File: src/bavg_pkg.sv
`timescale 1ns / 1ps
// ----------------------------------------------------------------------------
// Block average downsampler package
// Shared sizes, payload types and helper functions for the tile averaging
// datapath.
// ----------------------------------------------------------------------------
package bavg_pkg;

    // Sizing constants.
    localparam int MAX_WIDTH  = 512;
    localparam int MAX_FACTOR = 16;
    localparam int PIXEL_BITS = 16;

    // Fixed field widths of the channels.
    localparam int PIXEL_W    = 16;
    localparam int MEAN_W     = 24;
    localparam int TILE_W     = 9;
    localparam int FACTOR_W   = 5;
    localparam int DIM_W      = 10;
    localparam int CFG_IDX_W  = 2;
    localparam int CFG_DATA_W = 10;

    // Register indexes on the configuration channel.
    localparam logic [CFG_IDX_W-1:0] REG_FACTOR = 2'd0;
    localparam logic [CFG_IDX_W-1:0] REG_WIDTH  = 2'd1;
    localparam logic [CFG_IDX_W-1:0] REG_HEIGHT = 2'd2;

    // Internal widths.
    localparam int SUM_W      = 24;
    localparam int FRAC_W     = 8;
    localparam int QUOT_W     = SUM_W + FRAC_W;
    localparam int COL_W      = $clog2(MAX_WIDTH);
    localparam int DIMC_W     = COL_W + 1;
    localparam int RIT_W      = $clog2(MAX_FACTOR);
    localparam int FW         = $clog2(MAX_FACTOR + 1);
    localparam int CNT_W      = 2 * FW;

    // Job queue between the accumulator front and the divider back.
    localparam int JOBQ_DEPTH = 4;
    localparam int JOBQ_PTR_W = $clog2(JOBQ_DEPTH);
    localparam int JOBQ_CNT_W = $clog2(JOBQ_DEPTH + 1);

    localparam logic [PIXEL_W-1:0] PIXEL_MASK = (PIXEL_BITS >= PIXEL_W) ?
        {PIXEL_W{1'b1}} : PIXEL_W'((64'd1 << PIXEL_BITS) - 64'd1);

    // One finished tile waiting for its mean.
    typedef struct packed {
        logic [SUM_W-1:0]  sum;
        logic [FW-1:0]     ncols;
        logic [FW-1:0]     nrows;
        logic [TILE_W-1:0] tile_col;
        logic [TILE_W-1:0] tile_row;
        logic              last_tile;
        logic              size_error;
    } bavg_job_t;

    typedef struct packed {
        logic                  empty;
        logic [JOBQ_CNT_W-1:0] count;
    } bavg_fifo_stat_t;

    // Zero means one; anything above the maximum saturates.
    function automatic logic [FW-1:0] clamp_factor(logic [FACTOR_W-1:0] v);
        logic [FW-1:0] r;
        if (v == '0)
            r = FW'(1);
        else if (int'(v) > MAX_FACTOR)
            r = FW'(MAX_FACTOR);
        else
            r = FW'(v);
        return r;
    endfunction

    function automatic logic [DIMC_W-1:0] clamp_dim(logic [DIM_W-1:0] v);
        logic [DIMC_W-1:0] r;
        if (v == '0)
            r = DIMC_W'(1);
        else if (int'(v) > MAX_WIDTH)
            r = DIMC_W'(MAX_WIDTH);
        else
            r = DIMC_W'(v);
        return r;
    endfunction

endpackage

File: src/bavg_job_fifo.sv
`timescale 1ns / 1ps
// ----------------------------------------------------------------------------
// Block average job queue
// Short first-in first-out queue of finished tiles between front and back.
// ----------------------------------------------------------------------------
module bavg_job_fifo
    import bavg_pkg::*;
(
    input  logic            clk,
    input  logic            rst_n,
    input  logic            push,
    input  bavg_job_t       push_job,
    input  logic            pop,
    output bavg_job_t       pop_job,
    output bavg_fifo_stat_t stat
);

    bavg_job_t             slots_reg [JOBQ_DEPTH];
    logic [JOBQ_PTR_W-1:0] wr_ptr_reg;
    logic [JOBQ_PTR_W-1:0] rd_ptr_reg;
    logic [JOBQ_CNT_W-1:0] count_reg;

    always_ff @(posedge clk or negedge rst_n)
    begin
        if (!rst_n)
        begin
            wr_ptr_reg <= '0;
            rd_ptr_reg <= '0;
            count_reg  <= '0;
        end
        else
        begin
            if (push)
                wr_ptr_reg <= (wr_ptr_reg == JOBQ_PTR_W'(JOBQ_DEPTH - 1)) ?
                              '0 : wr_ptr_reg + JOBQ_PTR_W'(1);
            if (pop)
                rd_ptr_reg <= (rd_ptr_reg == JOBQ_PTR_W'(JOBQ_DEPTH - 1)) ?
                              '0 : rd_ptr_reg + JOBQ_PTR_W'(1);
            if (push && !pop)
                count_reg <= count_reg + JOBQ_CNT_W'(1);
            else if (pop && !push)
                count_reg <= count_reg - JOBQ_CNT_W'(1);
        end
    end

    always_ff @(posedge clk)
    begin
        if (push)
            slots_reg[wr_ptr_reg] <= push_job;
    end

    assign pop_job     = slots_reg[rd_ptr_reg];
    assign stat.empty  = (count_reg == '0);
    assign stat.count  = count_reg;

endmodule

File: config.mk
export PLATFORM = sky130hd
export DESIGN_NAME = bavg_job_fifo
export DESIGN_NICKNAME = d
export VERILOG_FILES = /design/src/bavg_pkg.sv /design/src/bavg_job_fifo.sv
export SDC_FILE = /design/constraint.sdc
export NUM_CORES = 1
export LEC_CHECK = 0
export ABC_AREA = 1
export BUFFER_PORTS_ARGS = -buffer_cell sky130_fd_sc_hd__buf_2
export CELL_PAD_IN_SITES_DETAIL_PLACEMENT = 0
export CELL_PAD_IN_SITES_GLOBAL_PLACEMENT = 2
export CORE_MARGIN = 3
export CORE_UTILIZATION = 45
export CTS_BUF_LIST = sky130_fd_sc_hd__clkbuf_4
export DETAILED_ROUTE_END_ITERATION = 7
export PLACE_DENSITY_LB_ADDON = 0.12
export SETUP_SLACK_MARGIN = 0.3
export SYNTH_ARGS = -nofsm -noshare
export SYNTH_HDL_FRONTEND = slang
export SYNTH_SLANG_ARGS = --single-unit
File: constraint.sdc
create_clock -name clk -period 3.5 [get_ports clk]
set_input_delay 0.525 -clock clk [delete_from_list [all_inputs] [get_ports clk]]
set_output_delay 0.525 -clock clk [all_outputs]
set_load 0.02 [all_outputs]
==> impl_metrics.csv <==
group,metric,value,unit
sta,report.final.slew_viol_count,0,
cells_and_area,largest_reg_flops,216,
sta,post-route-period-util,0.8317,
cells_and_area,final_common_cell,"sky130_fd_sc_hd__edfxtp_1",
power_and_ir_drop,p_sw_frac,0.3686,
clock_tree,insertion_delay,0.63,ns
sta,fmaxAchievable,0.3435,GHz
routing,detail_route.drc_violations,0,
cells_and_area,final_net_count,894,
synth,syn-num-nets,745,
critical_path,rr_worst_depth,5,
synth,ys_seq_area_frac,0.7240,
routing,drt_wl_total,17860,um
critical_path,crit_path_max_fanout,85,
synth,synthTopCellsByArea,"sky130_fd_sc_hd__edfxtp_1 (70%), sky130_fd_sc_hd__nand2_1 (7.2%), sky130_fd_sc_hd__o211ai_1 (5.5%)",
placement,place.gp.congestion,0.6991,
clock_tree,htree_levels,2,
global_routing,globalRouteTotalUtil,0.1614,
power_and_ir_drop,power.clock.fraction,0.241,
clock_tree,cts_buffer_depth,3,
critical_path,setup_cp_type,"reg -> out",
synth,synth_cells,680,
floorplan,die_h,149.0,um
synth,yosys.area.top_type_share,0.7049,
critical_path,setup.worst_path.start_class,"flip-flop",
cells_and_area,final_cell_mix,"sky130_fd_sc_hd__edfxtp_1 (216), sky130_fd_sc_hd__nand2_1 (177), sky130_fd_sc_hd__buf_2 (115)",
floorplan,starting_density_of_the_core,0.4651,
sta,endpoints_failing_hold,0,
critical_path,r2r_slack,1.56,ns
hold_path,hold-path-cell-count,1,
critical_path,type_of_destination_of_the_critical_path,"output pin",
critical_path,r2r_start,"wr_ptr_reg[0]$_DFFE_PN0P_",
routing,vias_per_cell,4.750,
synth,postSynthAreaPerCell,13.53,um^2
cells_and_area,fraction_of_layout_cells_with_a_size_suffix_above_1,0.3026,
sta,slew_worst_pin,0.9024,ns
global_routing,grt_remaining_overflow,0,
placement,placement.setup.worst_slack,1.202,ns
clock_tree,tritoncts,"yes",
power_and_ir_drop,p_comb_frac,0.350,
routing,initialDrtViolationCount,202,
clock_tree,cts_root_buffer,"sky130_fd_sc_hd__clkbuf_4",
sta,setup_violations,0,
power_and_ir_drop,cellLeakagePower,4.470,nW
critical_path,cp_data_required_time,2.97,ns
power_and_ir_drop,power_per_cell_area,814.1,nW/um^2
floorplan,std_cell_rows,51,
sta,total_negative_slack_for_setup_checks,0,ns
global_routing,grt_antenna_before_repair,3,
floorplan,dieArea,22200,um^2
sta,finalWorstSetupSlack,0.5891,ns
global_routing,grt_first_pass_wirelength,27840,um
floorplan,die-width,149.0,um
routing,ant_nets,0,
sta,slew_headroom,0.3984,
placement,io_buffers,115,
critical_path,regToRegEndpoint,"slots_reg[0][50]$_DFFE_PP_",
synth,ys_warn_count,0,
power_and_ir_drop,p_sw,3.215,mW
synth,synth_top_area_cell,"sky130_fd_sc_hd__edfxtp_1",
hold_path,worstHoldPathType,"in -> reg",
clock_tree,clock_input_transition_at_the_sequential_cells_of_the_worst_setup_and_hold_paths,0.07,ns
power_and_ir_drop,seq_power_share,0.408,
routing,first_pass_iters,4,
floorplan,core-area,19780,um^2
synth,yosysUniqueCellTypes,20,
sta,grt_setup_unrepaired,"false",
cells_and_area,final_core_utilization,0.5416,
global_routing,grt_start_max_net_pins,86,
synth,synth-seq-cells,223,
routing,via_count,5406,
power_and_ir_drop,internal-power,5.508,mW
clock_tree,cts_buffers,56,
clock_tree,cts_repair_resizes,0,
critical_path,worst_ep_arrival_time,2.39,ns
hold_path,hold_path_startpoint,"push_job[36]",
status,status,"finished clean",
run,cap_viol_max_count,0,
power_and_ir_drop,irDropWorstVdd,0.6970,mV
routing,wl_per_cell,15.69,um
cells_and_area,synthToLayoutAreaGrowth,16.44,%
placement,hpwl,10030,um
clock_tree,cts_num_sinks,223,
hold_path,timing.hold.worst_endpoint,"slots_reg[1][36]$_DFFE_PP_",
global_routing,grt_pass1_vias,5370,
synth,synthesis.area,9201,um^2
sta,clock_skew,0.01073,ns
sta,final.min_clock_period,2.911,ns
floorplan,io_pins,116,
power by group through the flow:
stage                     logic (mW)  clock network, mW  registers, mW
after floorplan                 2.21                  0           3.62
after global placement          3.10                  0           3.60
after detailed placement        3.13                  0           3.62
after CTS                       3.13               2.20           3.56
after global routing            3.39               2.34           3.59
final                           3.06               2.10           3.56
metrics by stage:
stage / cell area, um^2 / hold WS [ns] / power (mW) / instances
2_1_floorplan: 9201 / 0.2294 / 5.834 / 680
5_1_grt: 10710 / 0.01829 / 9.321 / 1136
3_3_place_gp: 9987 / 0.3668 / 6.696 / 1035
6_report: 10710 / 0.09282 / 8.722 / 1138
4_1_cts: 10700 / 0.0004448 / 8.897 / 1134
3_5_place_dp: 9987 / 0.3721 / 6.747 / 1035
layout make-up:
| type | count | area, um^2 |
|---|---|---|
| sequential | 223 | 6665 |
| clock inverter | 8 | 31.28 |
| timing repair buffer | 125 | 715.7 |
| inverter | 121 | 461.7 |
| antenna | 4 | 10.01 |
| multi-input combinational | 302 | 1823 |
| fill | 1718 | 9067 |
| clock buffer | 90 | 675.6 |
| tap | 265 | 331.6 |
cells by family after synthesis:
kind of cell	Yosys count	synth area share
simple gates	182	0.07479
xor+xnor	1	0.0009520
fa+ha+maj	7	0.01033
buf+inv	155	0.07792
compound gates	112	0.1120
flops	223	0.7240
synth_stat cells:
master	instances
sky130_fd_sc_hd__edfxtp_1	216
sky130_fd_sc_hd__nand2_1	177
sky130_fd_sc_hd__inv_1	118
sky130_fd_sc_hd__o211ai_1	68
sky130_fd_sc_hd__o211ai_2	40
sky130_fd_sc_hd__buf_6	15
sky130_fd_sc_hd__buf_2	11
sky130_fd_sc_hd__clkbuf_1	7
sky130_fd_sc_hd__dfrtp_1	7
sky130_fd_sc_hd__ha_1	6
sky130_fd_sc_hd__o21ai_1	4
sky130_fd_sc_hd__inv_4	2
sky130_fd_sc_hd__nor2_1	2
sky130_fd_sc_hd__buf_4	1
sky130_fd_sc_hd__fa_1	1
sky130_fd_sc_hd__inv_2	1
sky130_fd_sc_hd__nand3_1	1
sky130_fd_sc_hd__nand4_1	1
sky130_fd_sc_hd__nor3_1	1
sky130_fd_sc_hd__xnor2_1	1
timing repair:
item | 4_1_cts | 5_1_grt
buffers inserted | 0 | 0
hold buffers | 1 | 0
hold endpoints to repair | 7 | 0
worst max-delay path by stage:
stage	startpoint	end	slack, ns	cells past startpoint
CTS	rd_ptr_reg[0]$_DFFE_PN0P_	pop_job[39]	0.48	6
global route	rd_ptr_reg[0]$_DFFE_PN0P_	pop_job[39]	0.35	6
finish	rd_ptr_reg[0]$_DFFE_PN0P_	pop_job[39]	0.59	6
detailed placement	rd_ptr_reg[0]$_DFFE_PN0P_	pop_job[39]	1.20	6
global placement	rd_ptr_reg[0]$_DFFE_PN0P_	pop_job[39]	1.25	6
floorplan	wr_ptr_reg[0]$_DFFE_PN0P_	slots_reg[2][0]$_DFFE_PP_	1.37	4
critical path, cell delays in order (launching register included):
cell and delay, ns:
sky130_fd_sc_hd__dfrtp_1 0.44, sky130_fd_sc_hd__inv_6 0.50, sky130_fd_sc_hd__buf_4 0.38, sky130_fd_sc_hd__nand2_1 0.10
sky130_fd_sc_hd__o211ai_2 0.07, sky130_fd_sc_hd__nand2_1 0.10, sky130_fd_sc_hd__buf_2 0.17
metal layers:
metal,part of all wire,GRT usage
met5,0.0014,0
met4,0.013,0.05538
met3,0.063,0.04558
met2,0.49,0.2675
met1,0.43,0.2054
Note: power is estimated with default switching activity, not from simulation.
