File: config.mk
export PLATFORM = sky130hd
export DESIGN_NAME = bavg_back_flat
export DESIGN_NICKNAME = d
export VERILOG_FILES = /design/src/bavg_pkg.sv /design/src/bavg_result_if.sv /design/src/bavg_back.sv /design/src/flat_wrapper.sv
export SDC_FILE = /design/constraint.sdc
export NUM_CORES = 1
export LEC_CHECK = 0
export BUFFER_PORTS_ARGS = -buffer_cell sky130_fd_sc_hd__buf_4
export CAP_MARGIN = 5
export CORE_ASPECT_RATIO = 1.25
export CORE_MARGIN = 5
export CORE_UTILIZATION = 35
export DETAILED_ROUTE_END_ITERATION = 10
export HOLD_SLACK_MARGIN = 0.06
export SLEW_MARGIN = 20
export SYNTH_ARGS = -nofsm -noshare
export SYNTH_HDL_FRONTEND = slang
export SYNTH_SLANG_ARGS = --single-unit
File: constraint.sdc
create_clock -name clk -period 6.8 [get_ports clk]
set_input_delay 0.34 -clock clk [delete_from_list [all_inputs] [get_ports clk]]
set_output_delay 0.34 -clock clk [all_outputs]
set_load 0.05 [all_outputs]
File: src/bavg_pkg.sv
`timescale 1ns / 1ps
// ----------------------------------------------------------------------------
// Block average downsampler package
// Shared sizes, payload types and helper functions for the tile averaging
// datapath.
// ----------------------------------------------------------------------------
package bavg_pkg;

    // Sizing constants.
    localparam int MAX_WIDTH  = 512;
    localparam int MAX_FACTOR = 16;
    localparam int PIXEL_BITS = 16;

    // Fixed field widths of the channels.
    localparam int PIXEL_W    = 16;
    localparam int MEAN_W     = 24;
    localparam int TILE_W     = 9;
    localparam int FACTOR_W   = 5;
    localparam int DIM_W      = 10;
    localparam int CFG_IDX_W  = 2;
    localparam int CFG_DATA_W = 10;

    // Register indexes on the configuration channel.
    localparam logic [CFG_IDX_W-1:0] REG_FACTOR = 2'd0;
    localparam logic [CFG_IDX_W-1:0] REG_WIDTH  = 2'd1;
    localparam logic [CFG_IDX_W-1:0] REG_HEIGHT = 2'd2;

    // Internal widths.
    localparam int SUM_W      = 24;
    localparam int FRAC_W     = 8;
    localparam int QUOT_W     = SUM_W + FRAC_W;
    localparam int COL_W      = $clog2(MAX_WIDTH);
    localparam int DIMC_W     = COL_W + 1;
    localparam int RIT_W      = $clog2(MAX_FACTOR);
    localparam int FW         = $clog2(MAX_FACTOR + 1);
    localparam int CNT_W      = 2 * FW;

    // Job queue between the accumulator front and the divider back.
    localparam int JOBQ_DEPTH = 4;
    localparam int JOBQ_PTR_W = $clog2(JOBQ_DEPTH);
    localparam int JOBQ_CNT_W = $clog2(JOBQ_DEPTH + 1);

    localparam logic [PIXEL_W-1:0] PIXEL_MASK = (PIXEL_BITS >= PIXEL_W) ?
        {PIXEL_W{1'b1}} : PIXEL_W'((64'd1 << PIXEL_BITS) - 64'd1);

    // One finished tile waiting for its mean.
    typedef struct packed {
        logic [SUM_W-1:0]  sum;
        logic [FW-1:0]     ncols;
        logic [FW-1:0]     nrows;
        logic [TILE_W-1:0] tile_col;
        logic [TILE_W-1:0] tile_row;
        logic              last_tile;
        logic              size_error;
    } bavg_job_t;

    typedef struct packed {
        logic                  empty;
        logic [JOBQ_CNT_W-1:0] count;
    } bavg_fifo_stat_t;

    // Zero means one; anything above the maximum saturates.
    function automatic logic [FW-1:0] clamp_factor(logic [FACTOR_W-1:0] v);
        logic [FW-1:0] r;
        if (v == '0)
            r = FW'(1);
        else if (int'(v) > MAX_FACTOR)
            r = FW'(MAX_FACTOR);
        else
            r = FW'(v);
        return r;
    endfunction

    function automatic logic [DIMC_W-1:0] clamp_dim(logic [DIM_W-1:0] v);
        logic [DIMC_W-1:0] r;
        if (v == '0)
            r = DIMC_W'(1);
        else if (int'(v) > MAX_WIDTH)
            r = DIMC_W'(MAX_WIDTH);
        else
            r = DIMC_W'(v);
        return r;
    endfunction

endpackage

File: src/bavg_result_if.sv
`timescale 1ns / 1ps
// ----------------------------------------------------------------------------
// Result channel interface
// Valid/ready channel that carries one tile mean per item.
// ----------------------------------------------------------------------------
interface bavg_result_if
    import bavg_pkg::*;
();
    logic              valid;
    logic              ready;
    logic [MEAN_W-1:0] mean_value;
    logic [TILE_W-1:0] tile_col;
    logic [TILE_W-1:0] tile_row;
    logic              last_tile;
    logic              size_error;

    modport source (output valid, output mean_value, output tile_col, output tile_row,
                    output last_tile, output size_error, input ready);
    modport sink   (input valid, input mean_value, input tile_col, input tile_row,
                    input last_tile, input size_error, output ready);
endinterface

File: src/bavg_back.sv
`timescale 1ns / 1ps
// ----------------------------------------------------------------------------
// Block average back end
// Divides each queued tile sum by its pixel count with a restoring divider
// and presents the mean in an output register.
// ----------------------------------------------------------------------------
module bavg_back
    import bavg_pkg::*;
(
    input  logic            clk,
    input  logic            rst_n,
    input  bavg_job_t       job,
    input  bavg_fifo_stat_t q_stat,
    output logic            pop,
    bavg_result_if.source   results
);

    localparam int DIV_CNT_W = $clog2(QUOT_W);

    typedef enum logic [1:0] {ST_IDLE, ST_DIV, ST_DONE} state_t;

    state_t               state_reg;
    logic [DIV_CNT_W-1:0] cnt_reg;
    logic                 out_valid_reg;

    logic [QUOT_W-1:0] dq_reg, dq_next;
    logic [CNT_W-1:0]  rem_reg, rem_next;
    logic [CNT_W-1:0]  dvs_reg;
    logic [TILE_W-1:0] tcol_reg, trow_reg;
    logic              last_reg, err_reg;

    logic [MEAN_W-1:0] mean_out_reg;
    logic [TILE_W-1:0] tcol_out_reg, trow_out_reg;
    logic              last_out_reg, err_out_reg;

    logic [CNT_W:0] rem_sh, rem_sub;
    logic           qbit, out_free, load_out;

    assign rem_sh   = {rem_reg, dq_reg[QUOT_W-1]};
    assign qbit     = rem_sh >= {1'b0, dvs_reg};
    assign rem_sub  = rem_sh - {1'b0, dvs_reg};
    assign rem_next = qbit ? CNT_W'(rem_sub) : CNT_W'(rem_sh);
    assign dq_next  = {dq_reg[QUOT_W-2:0], qbit};

    assign pop      = (state_reg == ST_IDLE) && !q_stat.empty;
    assign out_free = !out_valid_reg || results.ready;
    assign load_out = (state_reg == ST_DONE) && out_free;

    always_ff @(posedge clk or negedge rst_n)
    begin
        if (!rst_n)
        begin
            state_reg     <= ST_IDLE;
            cnt_reg       <= '0;
            out_valid_reg <= 1'b0;
            mean_out_reg  <= '0;
            tcol_out_reg  <= '0;
            trow_out_reg  <= '0;
            last_out_reg  <= 1'b0;
            err_out_reg   <= 1'b0;
        end
        else
        begin
            // A new mean replaces the one the sink takes on the same edge.
            if (load_out)
            begin
                out_valid_reg <= 1'b1;
                mean_out_reg  <= dq_reg[MEAN_W-1:0];
                tcol_out_reg  <= tcol_reg;
                trow_out_reg  <= trow_reg;
                last_out_reg  <= last_reg;
                err_out_reg   <= err_reg;
            end
            else if (results.ready)
            begin
                out_valid_reg <= 1'b0;
            end
            case (state_reg)
                ST_IDLE:
                begin
                    if (pop)
                    begin
                        cnt_reg   <= '0;
                        state_reg <= ST_DIV;
                    end
                end
                ST_DIV:
                begin
                    cnt_reg <= cnt_reg + DIV_CNT_W'(1);
                    if (cnt_reg == DIV_CNT_W'(QUOT_W - 1))
                        state_reg <= ST_DONE;
                end
                ST_DONE:
                begin
                    if (out_free)
                        state_reg <= ST_IDLE;
                end
                default:
                begin
                    state_reg <= ST_IDLE;
                end
            endcase
        end
    end

    always_ff @(posedge clk)
    begin
        if (pop)
        begin
            dq_reg   <= {job.sum, {FRAC_W{1'b0}}};
            rem_reg  <= '0;
            dvs_reg  <= CNT_W'(job.ncols) * CNT_W'(job.nrows);
            tcol_reg <= job.tile_col;
            trow_reg <= job.tile_row;
            last_reg <= job.last_tile;
            err_reg  <= job.size_error;
        end
        else if (state_reg == ST_DIV)
        begin
            dq_reg  <= dq_next;
            rem_reg <= rem_next;
        end
    end

    assign results.valid      = out_valid_reg;
    assign results.mean_value = mean_out_reg;
    assign results.tile_col   = tcol_out_reg;
    assign results.tile_row   = trow_out_reg;
    assign results.last_tile  = last_out_reg;
    assign results.size_error = err_out_reg;

endmodule

File: src/flat_wrapper.sv
// flat-port wrapper written by rule: the top's interface ports become plain ports
module bavg_back_flat import bavg_pkg::*;
  (clk, rst_n, job, q_stat, pop, results_valid, results_mean_value, results_tile_col, results_tile_row, results_last_tile, results_size_error, results_ready);
  bavg_result_if results_i ();
  input  logic clk;
  input  logic rst_n;
  input  bavg_job_t job;
  input  bavg_fifo_stat_t q_stat;
  output logic pop;
  output wire logic [$bits(results_i.valid)-1:0] results_valid;
  output wire logic [$bits(results_i.mean_value)-1:0] results_mean_value;
  output wire logic [$bits(results_i.tile_col)-1:0] results_tile_col;
  output wire logic [$bits(results_i.tile_row)-1:0] results_tile_row;
  output wire logic [$bits(results_i.last_tile)-1:0] results_last_tile;
  output wire logic [$bits(results_i.size_error)-1:0] results_size_error;
  input wire logic [$bits(results_i.ready)-1:0] results_ready;
  assign results_valid = results_i.valid;
  assign results_mean_value = results_i.mean_value;
  assign results_tile_col = results_i.tile_col;
  assign results_tile_row = results_i.tile_row;
  assign results_last_tile = results_i.last_tile;
  assign results_size_error = results_i.size_error;
  assign results_i.ready = results_ready;
  bavg_back u_core (.clk(clk), .rst_n(rst_n), .job(job), .q_stat(q_stat), .pop(pop), .results(results_i));
endmodule
==> impl_metrics.yaml, run 1 <==
run_status:
  run_status: "finished, final reports clean"
power_and_ir_drop:
  pwr-share-seq_pct: 38.0
  internal_power_mw: 1.99
  clockPowerShare_pct: 29.5
  leakage_nw: 3.54
  p_per_area_nw_per_um2: 403
  switching_share_pct: 33.3
  comb_power_share_pct: 32.5
  p_sw_mw: 0.993
  peakVddDrop_mv: 0.201
detailed_routing:
  drt_iter0_markers: 245
  drc: 0
  first_pass_iters: 4
  vias: 3874
  viasPerCell: 4.89
  wl_per_cell_um: 15.2
  totalWireLength_um: 12100
  ant_nets: 0
logic_synthesis:
  synth_cells: 458
  syn_nets: 559
  syn-cell-area_um2: 5830
  synth_area_leaders: "edfxtp_1, dfrtp_1, mux2_2"
  yosysSeqAreaShare_pct: 56.4
  ys.flop_type: "edfxtp_1"
  synth_top_area_share_pct: 27.8
  synth_top_cell_by_area: "edfxtp_1"
  netlist-cell-type-count: 51
  syn_area_per_cell_um2: 12.7
  ys_ff_latch: 124
  async_reset_ff_share_pct: 41.9
  synth_edf_count: 54
  yosysWarnings: 0
critical_path:
  crit_type: "in -> reg"
  path_cells: "buf_4 -> nand2_1 -> fa_1 -> fa_1 -> fa_1 -> inv_1 -> ha_1 -> a21oi_1 -> o21ai_0 -> o41ai_1 -> xnor2_1"
  cp_slowest_stage_delay_ps: 540
  critical_path.max_fanout: 5
  r2r_cells: 4
  cp_common_cell: "fa_1"
  r2r_slack_ps: 4340
  required_ps: 6950
  endpoint_kind: "register"
  worstSetupStartpointType: "input pin"
  cpMaxStageDelayCell: "fa_1"
  r2r_end: "u_core.dq_reg[13]$_DFFE_PP_"
  cp_data_arrival_time_ps: 3310
  timing.rr.start: "u_core.state_reg[1]$_DFFE_PN0P_"
floorplan:
  fp.coreArea_um2: 16300
  die_x_um: 125
  die_h_um: 154
  initial_core_util_pct: 35.8
  pin_count: 107
  die_area_um2: 19300
  num_rows: 52
clocking:
  worst_skew_pair.late_latency_ps: 410
  cts_root_buf: "clkbuf_16"
  post_cts_resized: 0
  cts_buffers: 17
  clock_path_buffers: 2
  clk_pin_slew_ps: 60
  cts_tree: "done"
  htreeDepth: 4
  cts_sinks: 124
layout:
  final_nets: 665
  utilization_pct: 45.5
  largest_reg_flops: 32
  n_antenna_cell: 0
  fillers: 1496
  drive_gt1_share_pct: 33.6
  final_cells: 793
  syn2layout_area_growth_pct: 27.0
grt:
  grtUsageMet3_pct: 3.35
  grt_most_used_layer: "met2"
  overflow: 0
  grt_pass1_wl_um: 20000
  grt_max_degree: 59
  antenna_found_initial: 0
  grt_use_total_pct: 12.8
  grt_pass1_vias: 4071
  gr-usage-met1_pct: 16.1
  grt_util_met2_pct: 21.1
sta:
  rsz0062_at_grt: "no"
  setup_tns_ps: 0
  slew_headroom_pct: 37.7
  setup_viol: 0
  fmax_mhz: 317
  fin_crit_ps: 3160
  slew_viol_final: 0
  whs_ps: 107
  hold_viol: 0
  tightest_slew_ps: 934
  finClkSkew_ps: 5.36
  finalCritPeriodShare_pct: 46.4
place:
  port_buffers: 103
  gp_congestion: 0.766
  dpl.cell_count: 760
  dp_hpwl_um: 8340
min_path:
  min_path_cells: 1
  min_to: "u_core.trow_reg[5]$_DFFE_PP_"
  min_path_type: "in -> reg"
  worstHoldStart: "job[7]"
flow_run:
  maxCapViolations: 0
==> power groups by stage <==
| stage | registers, mW | logic [mW] | clock network (mW) |
|---|---|---|---|
| floorplan | 1.21 | 0.666 | 0 |
| global placement | 1.14 | 0.947 | 0 |
| detailed placement | 1.14 | 0.971 | 0 |
| CTS | 1.13 | 0.979 | 0.897 |
| global route | 1.16 | 1.08 | 0.931 |
| finish | 1.13 | 0.970 | 0.880 |
==> area by class of cell <==
class,instances,area [um2],area share (%)
clock inverters,13,143,1.93
flip-flops and latches,124,3280,44.4
well taps,216,270,3.65
multi-input cells,285,2350,31.8
repair buffers,106,798,10.8
inverters,30,113,1.52
clock buffers,19,443,5.99
==> how the worst max path moves through the flow <==
| stage | from | to | slack, ps | cells after the start |
|---|---|---|---|---|
| after floorplan | job[25] | u_core.dvs_reg[9]$_DFFE_PP_ | 3530 | 10 |
| after CTS | job[25] | u_core.dvs_reg[9]$_DFFE_PP_ | 3620 | 11 |
| after global placement | job[25] | u_core.dvs_reg[9]$_DFFE_PP_ | 3260 | 11 |
| after global routing | job[25] | u_core.dvs_reg[9]$_DFFE_PP_ | 3410 | 11 |
| final | job[25] | u_core.dvs_reg[9]$_DFFE_PP_ | 3640 | 11 |
| after detailed placement | job[25] | u_core.dvs_reg[9]$_DFFE_PP_ | 3190 | 11 |
==> cell usage after synthesis (2+ instances only) <==
library cell / count
dfrtp_1: 52
and3_1: 2
edfxtp_1: 54
clkbuf_1: 10
nor3_1: 3
o21ai_1: 3
nand4_1: 2
a22o_1: 24
nand2_1: 37
mux2i_1: 3
a21oi_1: 11
dfxtp_1: 18
and2_1: 18
o21ai_0: 14
mux2_2: 44
a21o_1: 4
a31oi_1: 2
inv_1: 30
ha_1: 30
a211oi_1: 5
nand2b_1: 8
nand3_1: 18
fa_1: 10
buf_2: 7
xnor2_1: 9
or3_1: 3
nor2_1: 13
==> layer usage <==
| metal | vias to the layer above | share of wire, % |
|---|---|---|
| met5 | - | 0 |
| met4 | 0 | 1.9 |
| met3 | 18 | 4.9 |
| met2 | 105 | 48 |
| met1 | 1891 | 45 |
| li1 | 1860 | - |
==> timing repair <==
action                    in CTS  in global routing
hold endpoints to repair      52                  0
hold buffers                   1                  0
setup buffers                  0                  0
==> metrics by stage <==
| stage | total power [mW] | setup WS (ps) | area [um2] |
|---|---|---|---|
| 6_report | 2.98 | 3640 | 7400 |
| 3_5_place_dp | 2.12 | 3190 | 6800 |
| 5_1_grt | 3.17 | 3410 | 7400 |
| 3_3_place_gp | 2.08 | 3260 | 6800 |
| 2_1_floorplan | 1.88 | 3530 | 5830 |
| 4_1_cts | 3.01 | 3620 | 7400 |
==> cell families (layout without fill, tap and decap cells) <==
group / after synthesis / count (layout) / synth area share, %
AND/OR/NAND/NOR: 111 / 111 / 9.54
AO/OA/AOI/OAI: 77 / 77 / 10.1
buffers and inverters: 49 / 168 / 3.57
adder cells (fa/ha/maj): 40 / 40 / 9.88
multiplexers: 47 / 47 / 9.02
XOR/XNOR: 10 / 10 / 1.50
flip-flops: 124 / 124 / 56.4
==> worst max-delay path: cells and delay by family <==
family / cells / cell delay (ps)
adder cells (fa/ha/maj): 4 / 1910
AO/OA/AOI/OAI: 3 / 720
buffers and inverters: 2 / 140
XOR/XNOR: 1 / 110
AND/OR/NAND/NOR: 1 / 70
==> cell usage in the layout (no fill, tap or decap), types with 2 or more instances in the layout <==
master | synthesis | routed
inv_1 | 30 | 29
inv_6 | 0 | 2
or3_1 | 3 | 3
fa_1 | 10 | 10
clkinvlp_4 | 0 | 2
nand2_1 | 37 | 37
o21ai_0 | 14 | 14
dfrtp_1 | 52 | 52
clkinv_2 | 0 | 3
bufinv_16 | 0 | 2
nand2b_1 | 8 | 7
a211oi_1 | 5 | 5
nor3_1 | 3 | 3
buf_4 | 1 | 105
a21o_1 | 4 | 4
edfxtp_1 | 54 | 54
dfxtp_1 | 18 | 18
a22o_1 | 24 | 24
nand3_1 | 18 | 18
mux2_2 | 44 | 44
and2_1 | 18 | 18
and3_1 | 2 | 2
mux2i_1 | 3 | 3
nor2_1 | 13 | 13
ha_1 | 30 | 30
clkbuf_16 | 0 | 17
nand4_1 | 2 | 2
xnor2_1 | 9 | 9
clkinv_4 | 0 | 4
a21oi_1 | 11 | 11
o21ai_1 | 3 | 3
a31oi_1 | 2 | 2
(Power assumes the default switching activity.)
==> inputs of run 2 (changes only) <==
Clock period 6.8 ns to 2.9 ns, I/O delays scaled along.
==> impl_metrics.yaml, run 2 (synthesis results as in run 1) <==
sta:
  finClkSkew_ps: 7.91
  fmax_mhz: 370
  slew_headroom_pct: 43.8
  setup_viol: 0
  finalCritPeriodShare_pct: 93.2
  tightest_slew_ps: 843
  fin_crit_ps: 2700
  slew_viol_final: 0
  rsz0062_at_grt: "no"
  hold_viol: 0
  fin_ws_ps: 199
clocking:
  postCtsSetupRepairBufs: 0
  htreeDepth: 4
  cts_root_buf: "clkbuf_16"
  clock_path_buffers: 2
  worst_skew_pair.late_latency_ps: 400
  cts_tree: "done"
  cts_buffers: 17
  clk_pin_slew_ps: 60
  cts_sinks: 124
critical_path:
  crit_type: "in -> reg"
  cp_slowest_stage_delay_ps: 560
  cp_num_buf_inv: 2
  required_ps: 3050
  critical_path.max_fanout: 5
  cpMaxStageDelayCell: "fa_1"
  cp_top_family: "adder cells"
  cp_data_arrival_time_ps: 2850
  worstSetupStartpointType: "input pin"
  timing.rr.start: "u_core.dvs_reg[0]$_DFFE_PP_"
  path_cells: "buf_4 -> nand2_1 -> fa_1 -> fa_1 -> fa_1 -> inv_1 -> ha_4 -> a21oi_2 -> o21ai_1 -> o41ai_2 -> xnor2_1"
  crit_start: "job[24]"
  endpoint_kind: "register"
  cp_common_cell: "fa_1"
floorplan:
  pin_count: 107
  initial_core_util_pct: 35.8
  die_h_um: 154
  die_x_um: 125
  die_area_um2: 19300
  num_rows: 52
  fp.coreArea_um2: 16300
min_path:
  min_path_type: "in -> reg"
  worstHoldStart: "results_ready"
grt:
  grt_pass1_vias: 4382
  grt_pass1_wl_um: 21600
  grt_max_degree: 59
  overflow: 0
  grt_use_total_pct: 13.7
  antenna_found_initial: 0
detailed_routing:
  drt_iter0_markers: 186
  first_pass_iters: 4
  drc: 0
  wl_per_cell_um: 15.1
  totalWireLength_um: 12900
  viasPerCell: 4.83
  ant_nets: 0
  vias: 4118
run_status:
  run_status: "finished, final reports clean"
layout:
  utilization_pct: 49.1
  largest_reg_flops: 32
  multi_input_area_um2: 2370
  drive_gt1_share_pct: 33.3
  syn2layout_area_growth_pct: 37.1
  fillers: 1435
  design_area_um2: 7990
  layout_commonest_cell: "buf_4"
  mostFrequentLayoutCells: "buf_4, edfxtp_1, dfrtp_1"
  final_nets: 724
  regArea_um2: 3280
  n_antenna_cell: 0
  final_cells: 852
power_and_ir_drop:
  leakage_nw: 3.79
  finalPower_mw: 7.11
  peakVddDrop_mv: 0.421
  p_per_area_nw_per_um2: 890
flow_run:
  maxCapViolations: 0
place:
  gp_congestion: 0.791
  dp_hpwl_um: 8630
  dpl.cell_count: 775
  place_area_um2: 6960
  pre_cts_slack_ps: -240
  port_buffers: 103
==> run 2: cell type report <==
cell class | count | area share [%]
tap | 216 | 3.38
inverter | 30 | 1.41
sequential | 124 | 41.1
timing repair buffer | 165 | 17.2
multi-input combinational | 285 | 29.7
clock buffer | 17 | 5.32
clock inverter | 15 | 1.86
==> run 2: repair_timing <==
action	in CTS	in global routing
endpoints found under the hold margin	96	0
hold buffers	45	0
gates resized for setup	0	0
==> run 2: per-stage QoR <==
step | setup TNS, ps | hold slack, ps
after floorplan | -12.3 | -151
after global placement | -325 | 245
after detailed placement | -586 | 245
after CTS | 0 | 76.2
after global routing | 0 | 87.1
final | 0 | 90.5
==> run 2: where the power goes <==
part	leakage, nW	total, mW	internal, mW	switching [mW]
Sequential	1.40	2.66	2.40	0.252
Clock	0.274	2.03	1.26	0.773
Combinational	2.11	2.42	1.06	1.36
Total	3.79	7.11	4.72	2.39
==> run 2: worst min-delay path: stages <==
cell      delay, ps
buf_4            80
nand2b_1        160
nand2_1          70
==> run 2: path summary, 6_finish.rpt <==
check	end	slack [ps]	cells after the start
max	u_core.dvs_reg[9]$_DFFE_PP_	200	11
min	u_core.results.valid$_DFFE_PN0P_	90	3
max reg2reg	u_core.rem_reg[6]$_SDFFE_PP0P_	510	8
min reg2reg	u_core.dq_reg[3]$_SDFFE_PP0P_	450	2
max in group asynchronous	u_core.results.mean_value[7]$_DFFE_PN0P_	2080	2
min in group asynchronous	u_core.results.tile_col[6]$_DFFE_PN0P_	340	2
==> run 2: per-layer routing <==
metal  part of all wire (%)  vias to the layer above  GRT usage [%]
li1                       -                     1977              -
met1                     44                     2017           16.5
met2                     50                      110           23.5
met3                    4.6                       14           4.45
met4                    1.1                        0           3.77
met5                      0                        -              0
